### src/rtam_pkg.sv
`default_nettype none
// ----------------------------------------------------------------------------
// Region table address match package
// Shared constants, types and helper functions for the region lookup unit.
// ----------------------------------------------------------------------------
package rtam_pkg;

  localparam int NUM_PROCESSES     = 16;
  localparam int REGIONS_PER_TABLE = 32;
  localparam int TABLE_COUNT       = NUM_PROCESSES + 1;
  localparam int ENTRY_COUNT       = TABLE_COUNT * REGIONS_PER_TABLE;
  localparam int FIXED_COUNT       = 10;
  localparam int FIXED_REG_COUNT   = 8;

  localparam int PROC_IDX_W  = $clog2(NUM_PROCESSES);
  localparam int REG_IDX_W   = $clog2(REGIONS_PER_TABLE);
  localparam int TBL_W       = $clog2(TABLE_COUNT);
  localparam int ENTRY_IDX_W = TBL_W + REG_IDX_W;
  localparam int FIXED_IDX_W = $clog2(FIXED_COUNT);

  localparam int OP_W     = 2;
  localparam int SLOT_W   = 5;
  localparam int RIDX_W   = 5;
  localparam int ADDR_W   = 24;
  localparam int SIZE_W   = 24;
  localparam int PERM_W   = 8;
  localparam int TYPE_W   = 3;
  localparam int DEV_W    = 8;
  localparam int TARGET_W = 32;
  localparam int SRC_W    = 2;
  localparam int CFG_IDX_W = 1;
  localparam int CFG_DATA_W = 32;

  localparam logic [OP_W-1:0] OP_LOOKUP    = 2'd0;
  localparam logic [OP_W-1:0] OP_WR_REGION = 2'd1;
  localparam logic [OP_W-1:0] OP_WR_HEADER = 2'd2;

  localparam logic [SRC_W-1:0] SRC_FIXED = 2'd0;
  localparam logic [SRC_W-1:0] SRC_PROC  = 2'd1;
  localparam logic [SRC_W-1:0] SRC_BIOS  = 2'd2;

  localparam logic [CFG_IDX_W-1:0] CFG_LEFT_BIOS  = 1'd0;
  localparam logic [CFG_IDX_W-1:0] CFG_STACK_BASE = 1'd1;

  localparam logic [ADDR_W-1:0] FIXED_REG_BASE    = 24'h700000;
  localparam logic [ADDR_W-1:0] FIXED_STATUS_BASE = 24'h700020;
  localparam logic [ADDR_W-1:0] STACK_BUF_BASE    = 24'h700100;
  localparam logic [SIZE_W-1:0] FIXED_REG_SIZE    = 24'd4;
  localparam logic [SIZE_W-1:0] STACK_BUF_SIZE    = 24'd256;

  localparam logic [PERM_W-1:0] PERM_RD = 8'h01;
  localparam logic [PERM_W-1:0] PERM_RW = 8'h03;
  localparam logic [TYPE_W-1:0] KIND_MEMORY   = 3'd0;
  localparam logic [TYPE_W-1:0] KIND_REGISTER = 3'd4;

  typedef enum logic [2:0] {
    ST_CLEAR,
    ST_IDLE,
    ST_DECODE,
    ST_SCAN,
    ST_DONE
  } lookup_state_t;

  typedef struct packed {
    logic                valid;
    logic [ADDR_W-1:0]   base;
    logic [SIZE_W-1:0]   size;
    logic [PERM_W-1:0]   perms;
    logic [TYPE_W-1:0]   rtype;
    logic [DEV_W-1:0]    dev;
    logic [TARGET_W-1:0] target;
  } region_entry_t;

  typedef struct packed {
    logic                   we;
    logic [ENTRY_IDX_W-1:0] addr;
    region_entry_t          data;
  } mem_wr_t;

  typedef struct packed {
    logic [OP_W-1:0]     op;
    logic [SLOT_W-1:0]   slot;
    logic [RIDX_W-1:0]   region_index;
    logic [ADDR_W-1:0]   address;
    logic                entry_enabled;
    logic [SIZE_W-1:0]   entry_size;
    logic [PERM_W-1:0]   entry_permissions;
    logic [TYPE_W-1:0]   entry_type;
    logic [DEV_W-1:0]    entry_device;
    logic [TARGET_W-1:0] entry_target;
    logic                use_bios_map;
  } item_t;

  typedef struct packed {
    logic                left_bios;
    logic [TARGET_W-1:0] stack_buffer_base;
  } cfg_t;

  typedef struct packed {
    logic                hit;
    logic [SRC_W-1:0]    source;
    logic [RIDX_W-1:0]   region_number;
    logic [PERM_W-1:0]   permissions;
    logic [TYPE_W-1:0]   region_type;
    logic [DEV_W-1:0]    device_number;
    logic [TARGET_W-1:0] target_address;
    logic [ADDR_W-1:0]   region_base;
  } result_t;

  function automatic logic region_holds(input logic [ADDR_W-1:0] addr,
                                        input logic [ADDR_W-1:0] base,
                                        input logic [SIZE_W-1:0] size);
    logic [ADDR_W:0] hi;
    hi = {1'b0, base} + {1'b0, size};
    return (addr >= base) && ({1'b0, addr} < hi);
  endfunction

  function automatic region_entry_t fixed_entry(input logic [FIXED_IDX_W-1:0] n,
                                                input logic [TARGET_W-1:0] stack_base);
    region_entry_t e;
    e = '0;
    e.valid = 1'b1;
    if (n < FIXED_IDX_W'(FIXED_REG_COUNT)) begin
      e.base  = FIXED_REG_BASE + ADDR_W'({n, 2'b00});
      e.size  = FIXED_REG_SIZE;
      e.perms = PERM_RW;
      e.rtype = KIND_REGISTER;
      e.dev   = DEV_W'(n);
    end else if (n == FIXED_IDX_W'(FIXED_REG_COUNT)) begin
      e.base  = FIXED_STATUS_BASE;
      e.size  = FIXED_REG_SIZE;
      e.perms = PERM_RD;
      e.rtype = KIND_REGISTER;
      e.dev   = DEV_W'(n);
    end else begin
      e.base   = STACK_BUF_BASE;
      e.size   = STACK_BUF_SIZE;
      e.perms  = PERM_RW;
      e.rtype  = KIND_MEMORY;
      e.target = stack_base;
    end
    return e;
  endfunction

  function automatic result_t make_result(input logic [SRC_W-1:0] src,
                                          input logic [RIDX_W-1:0] num,
                                          input region_entry_t e);
    result_t r;
    r.hit            = 1'b1;
    r.source         = src;
    r.region_number  = num;
    r.permissions    = e.perms;
    r.region_type    = e.rtype;
    r.device_number  = e.dev;
    r.target_address = e.target;
    r.region_base    = e.base;
    return r;
  endfunction

endpackage
`default_nettype wire

### src/rtam_lookup.sv
`default_nettype none
// ----------------------------------------------------------------------------
// Region lookup sequencer
// Clears the entry memory after reset, executes writes and scans one table
// entry per cycle for lookups.
// ----------------------------------------------------------------------------
module rtam_lookup (
  input  wire logic                             clk,
  input  wire logic                             rst_n,
  input  wire rtam_pkg::cfg_t                   cfg,
  input  wire logic                             item_valid,
  output logic                                  item_stall,
  input  wire rtam_pkg::item_t                  item,
  output rtam_pkg::mem_wr_t                     mem_wr,
  output logic [rtam_pkg::ENTRY_IDX_W-1:0]      mem_rd_addr,
  input  wire rtam_pkg::region_entry_t          mem_rd_data,
  output logic                                  res_valid,
  input  wire logic                             res_ready,
  output rtam_pkg::result_t                     res
);
  import rtam_pkg::*;

  lookup_state_t state_r, state_nxt;

  logic [ENTRY_IDX_W-1:0] clr_cnt_r;
  item_t                  item_r;
  logic [TBL_W-1:0]       table_r;
  logic [SRC_W-1:0]       src_r;
  logic [REG_IDX_W-1:0]   scan_idx_r;
  result_t                res_r;
  logic                   proc_en_r   [NUM_PROCESSES];
  logic                   proc_bios_r [NUM_PROCESSES];

  logic                   accept;
  logic                   slot_is_proc;
  logic                   use_proc;
  logic [TBL_W-1:0]       table_sel;
  logic                   fix_hit;
  logic [FIXED_IDX_W-1:0] fix_idx;
  region_entry_t          fix_e;
  logic                   scan_hit;
  logic                   scan_last;
  logic                   region_wr_ok;

  assign accept       = item_valid && !item_stall;
  assign slot_is_proc = item_r.slot < SLOT_W'(NUM_PROCESSES);
  assign use_proc     = cfg.left_bios && slot_is_proc &&
                        proc_en_r[item_r.slot[PROC_IDX_W-1:0]] &&
                        !proc_bios_r[item_r.slot[PROC_IDX_W-1:0]];
  assign table_sel    = use_proc ? TBL_W'(item_r.slot[PROC_IDX_W-1:0])
                                 : TBL_W'(NUM_PROCESSES);
  assign scan_hit     = mem_rd_data.valid &&
                        region_holds(item_r.address, mem_rd_data.base, mem_rd_data.size);
  assign scan_last    = scan_idx_r == REG_IDX_W'(REGIONS_PER_TABLE - 1);
  assign region_wr_ok = (item_r.slot <= SLOT_W'(NUM_PROCESSES)) &&
                        (32'(item_r.region_index) < REGIONS_PER_TABLE);

  always_comb begin
    fix_hit = 1'b0;
    fix_idx = '0;
    for (int i = FIXED_COUNT - 1; i >= 0; i--) begin
      if (region_holds(item_r.address,
                       fixed_entry(FIXED_IDX_W'(i), cfg.stack_buffer_base).base,
                       fixed_entry(FIXED_IDX_W'(i), cfg.stack_buffer_base).size)) begin
        fix_hit = 1'b1;
        fix_idx = FIXED_IDX_W'(i);
      end
    end
    fix_e = fixed_entry(fix_idx, cfg.stack_buffer_base);
  end

  always_comb begin
    state_nxt = state_r;
    unique case (state_r)
      ST_CLEAR: begin
        if (clr_cnt_r == ENTRY_IDX_W'(ENTRY_COUNT - 1)) begin
          state_nxt = ST_IDLE;
        end
      end
      ST_IDLE: begin
        if (accept) begin
          state_nxt = ST_DECODE;
        end
      end
      ST_DECODE: begin
        if (item_r.op == OP_LOOKUP && !fix_hit) begin
          state_nxt = ST_SCAN;
        end else begin
          state_nxt = ST_DONE;
        end
      end
      ST_SCAN: begin
        if (scan_hit || scan_last) begin
          state_nxt = ST_DONE;
        end
      end
      ST_DONE: begin
        if (res_ready) begin
          state_nxt = ST_IDLE;
        end
      end
      default: state_nxt = ST_CLEAR;
    endcase
  end

  always_comb begin
    item_stall  = 1'b1;
    mem_wr      = '0;
    mem_rd_addr = {table_r, scan_idx_r + REG_IDX_W'(1)};
    res_valid   = 1'b0;
    unique case (state_r)
      ST_CLEAR: begin
        mem_wr.we   = 1'b1;
        mem_wr.addr = clr_cnt_r;
      end
      ST_IDLE: begin
        item_stall = 1'b0;
      end
      ST_DECODE: begin
        mem_rd_addr = {table_sel, REG_IDX_W'(0)};
        if (item_r.op == OP_WR_REGION && region_wr_ok) begin
          mem_wr.we          = 1'b1;
          mem_wr.addr        = {item_r.slot[TBL_W-1:0], item_r.region_index[REG_IDX_W-1:0]};
          mem_wr.data.valid  = item_r.entry_enabled;
          mem_wr.data.base   = item_r.address;
          mem_wr.data.size   = item_r.entry_size;
          mem_wr.data.perms  = item_r.entry_permissions;
          mem_wr.data.rtype  = item_r.entry_type;
          mem_wr.data.dev    = item_r.entry_device;
          mem_wr.data.target = item_r.entry_target;
        end
      end
      ST_SCAN: begin
      end
      ST_DONE: begin
        res_valid = 1'b1;
      end
      default: begin
      end
    endcase
  end

  assign res = res_r;

  always_ff @(posedge clk) begin
    if (!rst_n) begin
      state_r   <= ST_CLEAR;
      clr_cnt_r <= '0;
      for (int p = 0; p < NUM_PROCESSES; p++) begin
        proc_en_r[p]   <= 1'b0;
        proc_bios_r[p] <= 1'b0;
      end
    end else begin
      state_r <= state_nxt;
      if (state_r == ST_CLEAR) begin
        clr_cnt_r <= clr_cnt_r + ENTRY_IDX_W'(1);
      end
      if (state_r == ST_DECODE && item_r.op == OP_WR_HEADER && slot_is_proc) begin
        proc_en_r[item_r.slot[PROC_IDX_W-1:0]]   <= item_r.entry_enabled;
        proc_bios_r[item_r.slot[PROC_IDX_W-1:0]] <= item_r.use_bios_map;
      end
    end
  end

  always_ff @(posedge clk) begin
    if (accept) begin
      item_r <= item;
    end
    case (state_r)
      ST_DECODE: begin
        table_r    <= table_sel;
        src_r      <= use_proc ? SRC_PROC : SRC_BIOS;
        scan_idx_r <= '0;
        if (item_r.op == OP_LOOKUP && fix_hit) begin
          res_r <= make_result(SRC_FIXED, RIDX_W'(fix_idx), fix_e);
        end else begin
          res_r <= '0;
        end
      end
      ST_SCAN: begin
        scan_idx_r <= scan_idx_r + REG_IDX_W'(1);
        if (scan_hit) begin
          res_r <= make_result(src_r, RIDX_W'(scan_idx_r), mem_rd_data);
        end
      end
      default: begin
      end
    endcase
  end

  a_clear_writes: assert property (@(posedge clk) disable iff (!rst_n)
    state_r == ST_CLEAR |-> mem_wr.we)
    else $error("clearing pass skipped a memory write");

  a_write_phase: assert property (@(posedge clk) disable iff (!rst_n)
    mem_wr.we |-> (state_r == ST_CLEAR || state_r == ST_DECODE))
    else $error("memory written outside clear or decode");

  a_scan_entry: assert property (@(posedge clk) disable iff (!rst_n)
    state_r == ST_SCAN |-> ($past(state_r) == ST_DECODE || $past(state_r) == ST_SCAN))
    else $error("table scan entered without decode");

  a_fixed_number: assert property (@(posedge clk) disable iff (!rst_n)
    (res_valid && res.hit && res.source == SRC_FIXED) |->
      res.region_number < RIDX_W'(FIXED_COUNT))
    else $error("fixed region number out of range");

  a_no_accept_busy: assert property (@(posedge clk) disable iff (!rst_n)
    accept |=> state_r == ST_DECODE)
    else $error("accepted beat not decoded");

endmodule
`default_nettype wire

### config.mk
export PLATFORM = sky130hd
export DESIGN_NAME = rtam_lookup
export DESIGN_NICKNAME = d
export VERILOG_FILES = /design/src/rtam_pkg.sv /design/src/rtam_lookup.sv
export SDC_FILE = /design/constraint.sdc
export NUM_CORES = 1
export LEC_CHECK = 0
export BUFFER_PORTS_ARGS = -buffer_cell sky130_fd_sc_hd__buf_2
export CAP_MARGIN = 20
export CELL_PAD_IN_SITES_DETAIL_PLACEMENT = 1
export CELL_PAD_IN_SITES_GLOBAL_PLACEMENT = 2
export CORE_ASPECT_RATIO = 0.7
export CORE_MARGIN = 4
export CORE_UTILIZATION = 31
export DETAILED_ROUTE_END_ITERATION = 16
export HOLD_SLACK_MARGIN = 0.05
export PLACE_DENSITY_LB_ADDON = 0.2
export SLEW_MARGIN = 5
export SYNTH_ARGS = -nofsm -noshare
export SYNTH_HDL_FRONTEND = slang
export SYNTH_SLANG_ARGS = --single-unit
### constraint.sdc
create_clock -name clk -period 13.2 [get_ports clk]
set_input_delay 1.98 -clock clk [delete_from_list [all_inputs] [get_ports clk]]
set_output_delay 1.98 -clock clk [all_outputs]
set_load 0.02 [all_outputs]
Word-level counts from Yosys, hierarchy flattened
Memories as Yosys holds them, arrays and structs flattened. A register that Yosys moved wholly into a read port is not among the register bits.
Cells that the tools add are included.
{"block": "word_totals", "regBits": 221, "mem_bits_rw": 32, "inputBits": 250, "out_inout_bits": 206, "elab_cells": 155, "memories": 2}
{"memory": "proc_bios_r", "depth": 16, "word_bits": 1, "read_ports": 1, "rd_clocked_by_memory_dff": 1, "wr": 16, "line_no": "rtam_lookup.sv:32", "rtl": "logic proc_bios_r [NUM_PROCESSES];"}
{"memory": "proc_en_r", "depth": 16, "word_bits": 1, "read_ports": 1, "rd_clocked_by_memory_dff": 1, "wr": 16, "line_no": "rtam_lookup.sv:31", "rtl": "logic proc_en_r [NUM_PROCESSES];"}
{"block": "op_classes", "n_addsub": 4, "n_lt_le_gt_ge": 25, "eq_ne": 14, "mux": 55, "n_reduce_logical": 31}
{"op": ">= comparator 24 x 23 -> 1 bit, second input constant", "n": 10}
{"op": "less-than comparator 24 x 23 -> 1 bit, second input constant", "n": 10}
{"op": "2-to-1 mux 83 bit", "n": 2}
{"op": "one-hot mux 83 bit (2 select lines)", "n": 1}
{"op": "2-to-1 mux 111 bit", "n": 1}
{"op": "2-to-1 mux 100 bit", "n": 1}
{"op": "2-to-1 mux 67 bit", "n": 1}
{"op": "2-to-1 mux 32 bit", "n": 2}
{"op": "2-to-1 mux 4 bit", "n": 15}
{"op": "2-to-1 mux 44 bit", "n": 1}
{"op": "adder 24 x 24 -> 25 bit", "n": 1}
{"op": "less-than comparator 24 x 25 -> 1 bit", "n": 1}
{"op": "adder 23 x 6 -> 24 bit, first input constant", "n": 1}
{"op": ">= comparator 24 bit", "n": 1}
{"op": "one-hot mux 11 bit (2 select lines)", "n": 1}
{"op": "logical AND 1 bit", "n": 21}
{"op": "2-to-1 mux 1 bit", "n": 20}
{"op": "2-to-1 mux 3 bit", "n": 5}
{"op": "one-hot mux 3 bit (5 select lines)", "n": 1}
{"op": "adder 10 x 1 -> 10 bit, second input constant", "n": 1}
{"op": "== test 10 bit, second input constant", "n": 1}
{"op": "2-to-1 mux 10 bit", "n": 1}
{"op": "!= test 2 bit, second input constant", "n": 5}
{"op": "one-hot mux 5 bit (2 select lines)", "n": 1}
{"op": "21 further kinds", "n": 24}

Depth between registers and ports, before layout
{"block": "depth", "depth_word": 17, "ltp_mapped": 19}

Worst setup path after synthesis
No wires, ideal clock.
{"block": "synth_path", "path_kind": "input to register", "from": "input port mem_rd_data[51] (netlist name)", "to": "register res_r, in the netlist res[0] (enable)", "t_arrival_ns": 9.262, "slack_ns": 3.387, "cell_stages": 17, "n_path_buf": 0, "cell_sequence": "ha_1 -> fa_1 -> a211oi_1 -> o21ai_1 -> a21oi_2 -> a22oi_2 -> a31o_1 -> a21o_1 -> a21oi_2 -> xor2_1 -> ha_1 -> a21o_1 -> a2111oi_0 -> o211a_1 -> o22ai_1 -> a21o_1 -> a21oi_1"}
{"block": "synth_via", "elab_chain_cells": 6}
{"element": "start, declared", "line_no": "rtam_lookup.sv:16", "rtl": "input wire rtam_pkg::region_entry_t mem_rd_data,"}
{"element": "adder 24 x 24 -> 25 bit", "line_no": "rtam_pkg.sv:114", "rtl": "hi = {1'b0, base} + {1'b0, size};"}
{"element": "less-than comparator 24 x 25 -> 1 bit", "line_no": "rtam_pkg.sv:115", "rtl": "return (addr >= base) && ({1'b0, addr} < hi);"}
{"element": "logical AND 1 bit", "line_no": "rtam_pkg.sv:115"}
{"element": "logical AND 1 bit", "line_no": "rtam_lookup.sv:52", "rtl": "assign scan_hit = mem_rd_data.valid &&"}
{"element": "!= test 2 bit (no line)"}
{"element": "AND reduction 2 bit (no line)"}
{"element": "end signal, assigned", "line_no": "rtam_lookup.sv:175", "rtl": "res_r <= make_result(SRC_FIXED, RIDX_W'(fix_idx), fix_e);"}
{"element": "end signal, assigned", "line_no": "rtam_lookup.sv:183", "rtl": "res_r <= make_result(src_r, RIDX_W'(scan_idx_r), mem_rd_data);"}
{"element": "end, declared", "line_no": "rtam_lookup.sv:30", "rtl": "result_t res_r;"}
No other way between the ends.
A chain may end at the register's enable or synchronous reset.

Final worst setup path
{"block": "layout_path", "from": "input port mem_rd_data[75] (netlist name)", "to": "register res_r, in the netlist res[48] (enable)"}
{"block": "layout_via", "elab_chain_cells": 6}
{"element": "adder 24 x 24 -> 25 bit", "line_no": "rtam_pkg.sv:114"}
{"element": "less-than comparator 24 x 25 -> 1 bit", "line_no": "rtam_pkg.sv:115"}
{"element": "logical AND 1 bit *", "line_no": "rtam_pkg.sv:115"}
{"element": "logical AND 1 bit *", "line_no": "rtam_lookup.sv:52"}
{"element": "!= test 2 bit (no line) *"}
{"element": "AND reduction 2 bit (no line) *"}
Every way passes the cells marked *; elsewhere a longest branch is shown, timed or not.

==> flow_metrics.py <==
metrics = {
    "critical_path": {
        "critPathKind": "input pin to flip-flop",
        "r2r-start": "item_r[86]$_DFFE_PP_",
        "worst_path_max_delay_cell": "fa_1",
        "r2r_cells": 11,
        "r2r-end": "res[48]$_DFFE_PP_",
        "reg2reg_slack_ns": 9.54,
        "worst_ep_arrival_time_ns": 6.81,
        "crit_chain": "buf_2 -> ha_1 -> fa_1 -> a211oi_1 -> o21ai_1 -> a21oi_2 -> a22oi_2 -> a31o_1 -> a21o_1 -> a21oi_2 -> xor2_1 -> ha_1 -> a21o_1 -> a2111oi_0 -> o211a_1 -> o22ai_1 -> a21o_1 -> a21oi_4 -> buf_4 -> buf_16",
        "cp-startpoint": "mem_rd_data[75]",
        "critPathMaxStageDelay_ns": 0.43,
        "end_kind": "flip-flop",
        "required_ns": 13.43,
        "critPathLaunchType": "input pin",
        "path_common_cell": "a21o_1",
        "crit_end": "res[48]$_DFFE_PP_",
        "path_max_fanout": 61,
    },
    "flow_run": {
        "maxCapViolations": 0,
    },
    "yosys": {
        "synth_area_per_cell_um2": 11.75,
        "netlist_instances": 1054,
        "synth_flop_cell": "edfxtp_1",
        "synthSimpleGateAreaFrac": 0.1584,
        "yosys_warnings": 0,
        "synth_compound_area_frac": 0.1265,
        "synth_fa_ha_area_frac": 0.07639,
        "synthMuxAreaShare": 0.009903,
        "synth-edff-count": 207,
        "synth_top_family_by_area": "simple AND/OR/NAND/NOR gates",
        "synth-seq-cells": 256,
        "syn_nets": 1379,
        "ys_seq_area_frac": 0.5812,
        "synth-async-reset-ratio": 0,
        "syn_area_um2": 12380,
        "synthXorXnorAreaFrac": 0.02122,
        "synth.distinct_cells": 71,
    },
    "final_layout": {
        "drive_gt1_frac": 0.3477,
        "mostFrequentLayoutCells": "buf_2 (455), edfxtp_1 (207), and2_1 (112)",
        "area_delta_synth_final_pct": 30.45,
        "layout.nets": 1833,
        "final_common_cell": "buf_2",
    },
    "routing": {
        "wl_per_cell_um": 21.76,
        "drtIter0Drc": 437,
        "vias": 9996,
        "drcViolationCount": 0,
        "ant_nets": 0,
        "finalWirelength_um": 44840,
        "avgViaCountPerCell": 4.852,
        "dr.pass1.iters": 5,
    },
    "pwr": {
        "p_per_area_nw_per_um2": 110.7,
        "ir_worst_vdd_mv": 0.08202,
        "pwr-share-comb": 0.086,
        "seqPwrFrac": 0.485,
        "intPower_mw": 1.375,
        "switching_power_mw": 0.4136,
        "power_leakage_nw": 6.800,
        "switching_share": 0.2313,
        "pwr-share-clk": 0.429,
    },
    "min_path": {
        "holdPathStages": 2,
        "min_path_type": "flip-flop to flip-flop",
    },
    "sta": {
        "drv_slew": 0,
        "post-route-min-period_ns": 6.583,
        "rsz0062_at_grt": "no",
        "post-route-period-util": 0.4987,
        "skew_ns": 0.02201,
        "finalSetupViolCount": 0,
        "tightestPinTransition_ns": 1.003,
        "relSlewSlack": 0.3311,
        "max_freq_ghz": 0.1519,
        "finalHoldViolations": 0,
        "worst_slack_ns": 6.617,
        "tns_ns": 0,
    },
    "clock_network": {
        "root_buffer": "clkbuf_16",
        "clock_sinks": 256,
        "tritoncts": "yes",
        "insertion_delay_ns": 0.56,
        "cts_hold_buf": 0,
        "cts_max_path_buffers": 3,
        "numCtsBuffers": 28,
        "clk_pin_slew_ns": 0.06,
        "htree_levels": 1,
        "cts_setup_buffers": 0,
        "post_cts_resized": 0,
    },
    "global_routing": {
        "grt_pass1_vias": 10500,
        "antenna_found_initial": 9,
        "overflow": 0,
        "track_usage": 0.2003,
        "grt_max_degree": 92,
        "grt_pass1_wl_um": 66210,
    },
    "die": {
        "ios": 456,
        "dieArea_um2": 43250,
        "start_util": 0.3184,
        "die_h_um": 175.2,
        "num_rows": 60,
        "fp.coreArea_um2": 38890,
        "die_w_um": 246.9,
    },
    "placed_design": {
        "portBuffers": 455,
        "dp_hpwl_um": 34880,
        "pre_cts_ws_ns": 5.744,
        "gp_congestion": 0.8719,
    },
    "status": {
        "status": "finished, final reports clean",
    },
}
-- registers in the layout (all words and copies together), names as in the netlist, named ones only --
| signal | flops |
|---|---|
| proc_bios_r | 16 |
| proc_en_r | 16 |
| clr_cnt_r | 10 |
| scan_idx_r | 5 |
| src_r | 1 |
| item_r | 113 |
| table_r | 5 |
| res | 83 |
| state_r | 3 |
-- cells in the mapped netlist (2+ instances only) --
| master | count | share of area |
|---|---|---|
| edfxtp_1 | 207 | 0.50 |
| inv_1 | 40 | 0.012 |
| nor2_1 | 45 | 0.014 |
| or2_2 | 3 | 0.0015 |
| a21oi_1 | 38 | 0.015 |
| a21boi_0 | 3 | 0.0018 |
| o21bai_1 | 4 | 0.0024 |
| xnor2_1 | 15 | 0.011 |
| o22ai_1 | 4 | 0.0020 |
| a21oi_2 | 2 | 0.0014 |
| nor3b_1 | 4 | 0.0024 |
| a211oi_1 | 7 | 0.0042 |
| dfxtp_1 | 49 | 0.079 |
| nand2b_1 | 9 | 0.0045 |
| o221ai_1 | 2 | 0.0014 |
| clkbuf_1 | 34 | 0.010 |
| nor3_1 | 10 | 0.0040 |
| inv_2 | 3 | 0.00091 |
| nand3_1 | 32 | 0.013 |
| a31oi_1 | 4 | 0.0020 |
| o21ai_0 | 70 | 0.028 |
| nor4_1 | 5 | 0.0025 |
| o211ai_1 | 4 | 0.0024 |
| xor2_1 | 15 | 0.011 |
| nor2b_1 | 5 | 0.0025 |
| a2111oi_0 | 4 | 0.0028 |
| o211a_1 | 2 | 0.0016 |
| ha_1 | 74 | 0.075 |
| and2_1 | 113 | 0.057 |
| a22o_1 | 42 | 0.030 |
| buf_4 | 3 | 0.0018 |
| mux2_2 | 8 | 0.0073 |
| nand4_1 | 6 | 0.0030 |
| o32ai_1 | 7 | 0.0050 |
| nand2_1 | 90 | 0.027 |
| o21a_1 | 6 | 0.0036 |
| and3_1 | 28 | 0.014 |
| a21o_1 | 19 | 0.012 |
| or3_1 | 6 | 0.0030 |
-- critical path: cells and delay by family --
| family | cells | cell delay, ns |
|---|---|---|
| xor+xnor | 1 | 0.17 |
| buf+inv | 3 | 0.82 |
| compound gates | 13 | 2.87 |
| fa+ha+maj | 3 | 0.92 |
-- worst min path at each step --
| stage | start | endpoint | slack (ns) |
|---|---|---|---|
| after floorplan | proc_bios_r[12]$_DFF_P_ | proc_bios_r[12]$_DFF_P_ | 0.43 |
| after global placement | proc_bios_r[14]$_DFF_P_ | proc_bios_r[14]$_DFF_P_ | 0.44 |
| after detailed placement | proc_bios_r[13]$_DFF_P_ | proc_bios_r[13]$_DFF_P_ | 0.45 |
| after CTS | proc_bios_r[12]$_DFF_P_ | proc_bios_r[12]$_DFF_P_ | 0.47 |
| after global routing | proc_bios_r[15]$_DFF_P_ | proc_bios_r[15]$_DFF_P_ | 0.49 |
| final | proc_bios_r[12]$_DFF_P_ | proc_bios_r[12]$_DFF_P_ | 0.46 |
-- per-layer routing --
layer  share of wire  vias up  track usage  wire length, µm
met3           0.075       43      0.06059             3372
met1            0.46     4846       0.2770            20810
li1                -     4794            -                -
met4           0.016        2      0.03496              718
met2            0.44      311       0.3152            19920
met5         0.00029        -            0               13
-- power groups by stage --
| stage | logic, mW | registers, mW | clock network (mW) |
|---|---|---|---|
| finish | 0.153 | 0.867 | 0.768 |
| global route | 0.173 | 0.867 | 0.828 |
| CTS | 0.153 | 0.867 | 0.796 |
| detailed placement | 0.152 | 0.885 | 0 |
| global placement | 0.149 | 0.885 | 0 |
| floorplan | 0.0841 | 0.885 | 0 |
-- area by class of cell --
cell class                      instances  area (µm²)
Fill cell                            4375       22740
Sequential cell                       256        7197
Multi-Input combinational cell        715        4878
Timing Repair Buffer                  464        2366
Clock buffer                           41       790.8
Tap cell                              527       659.4
Inverter                               43       161.4
Clock inverter                         11       91.34
Antenna cell                            3       7.507
-- stage by stage --
step	cell area, µm²	util	std cells	hold WS [ns]	power (mW)
4_1_cts	16100	0.4140	2054	0.4651	1.816
5_1_grt	16150	0.4152	2058	0.4901	1.868
6_report	16150	0.4153	2060	0.4644	1.788
2_1_floorplan	12380	-	1054	0.4308	0.9687
3_5_place_dp	15220	0.3913	2002	0.4515	1.037
3_3_place_gp	15220	0.3913	2002	0.4425	1.034
-- cell families after synthesis --
kind of cell               after synthesis
adders and majority gates               75
AOI/OAI and AO/OA                      233
muxes                                   10
xor gates and xnor gates                30
and+or+nand+nor                        367
DFF                                    256
buffers and inverters                   83
Power figures use the tool's default switching activity.
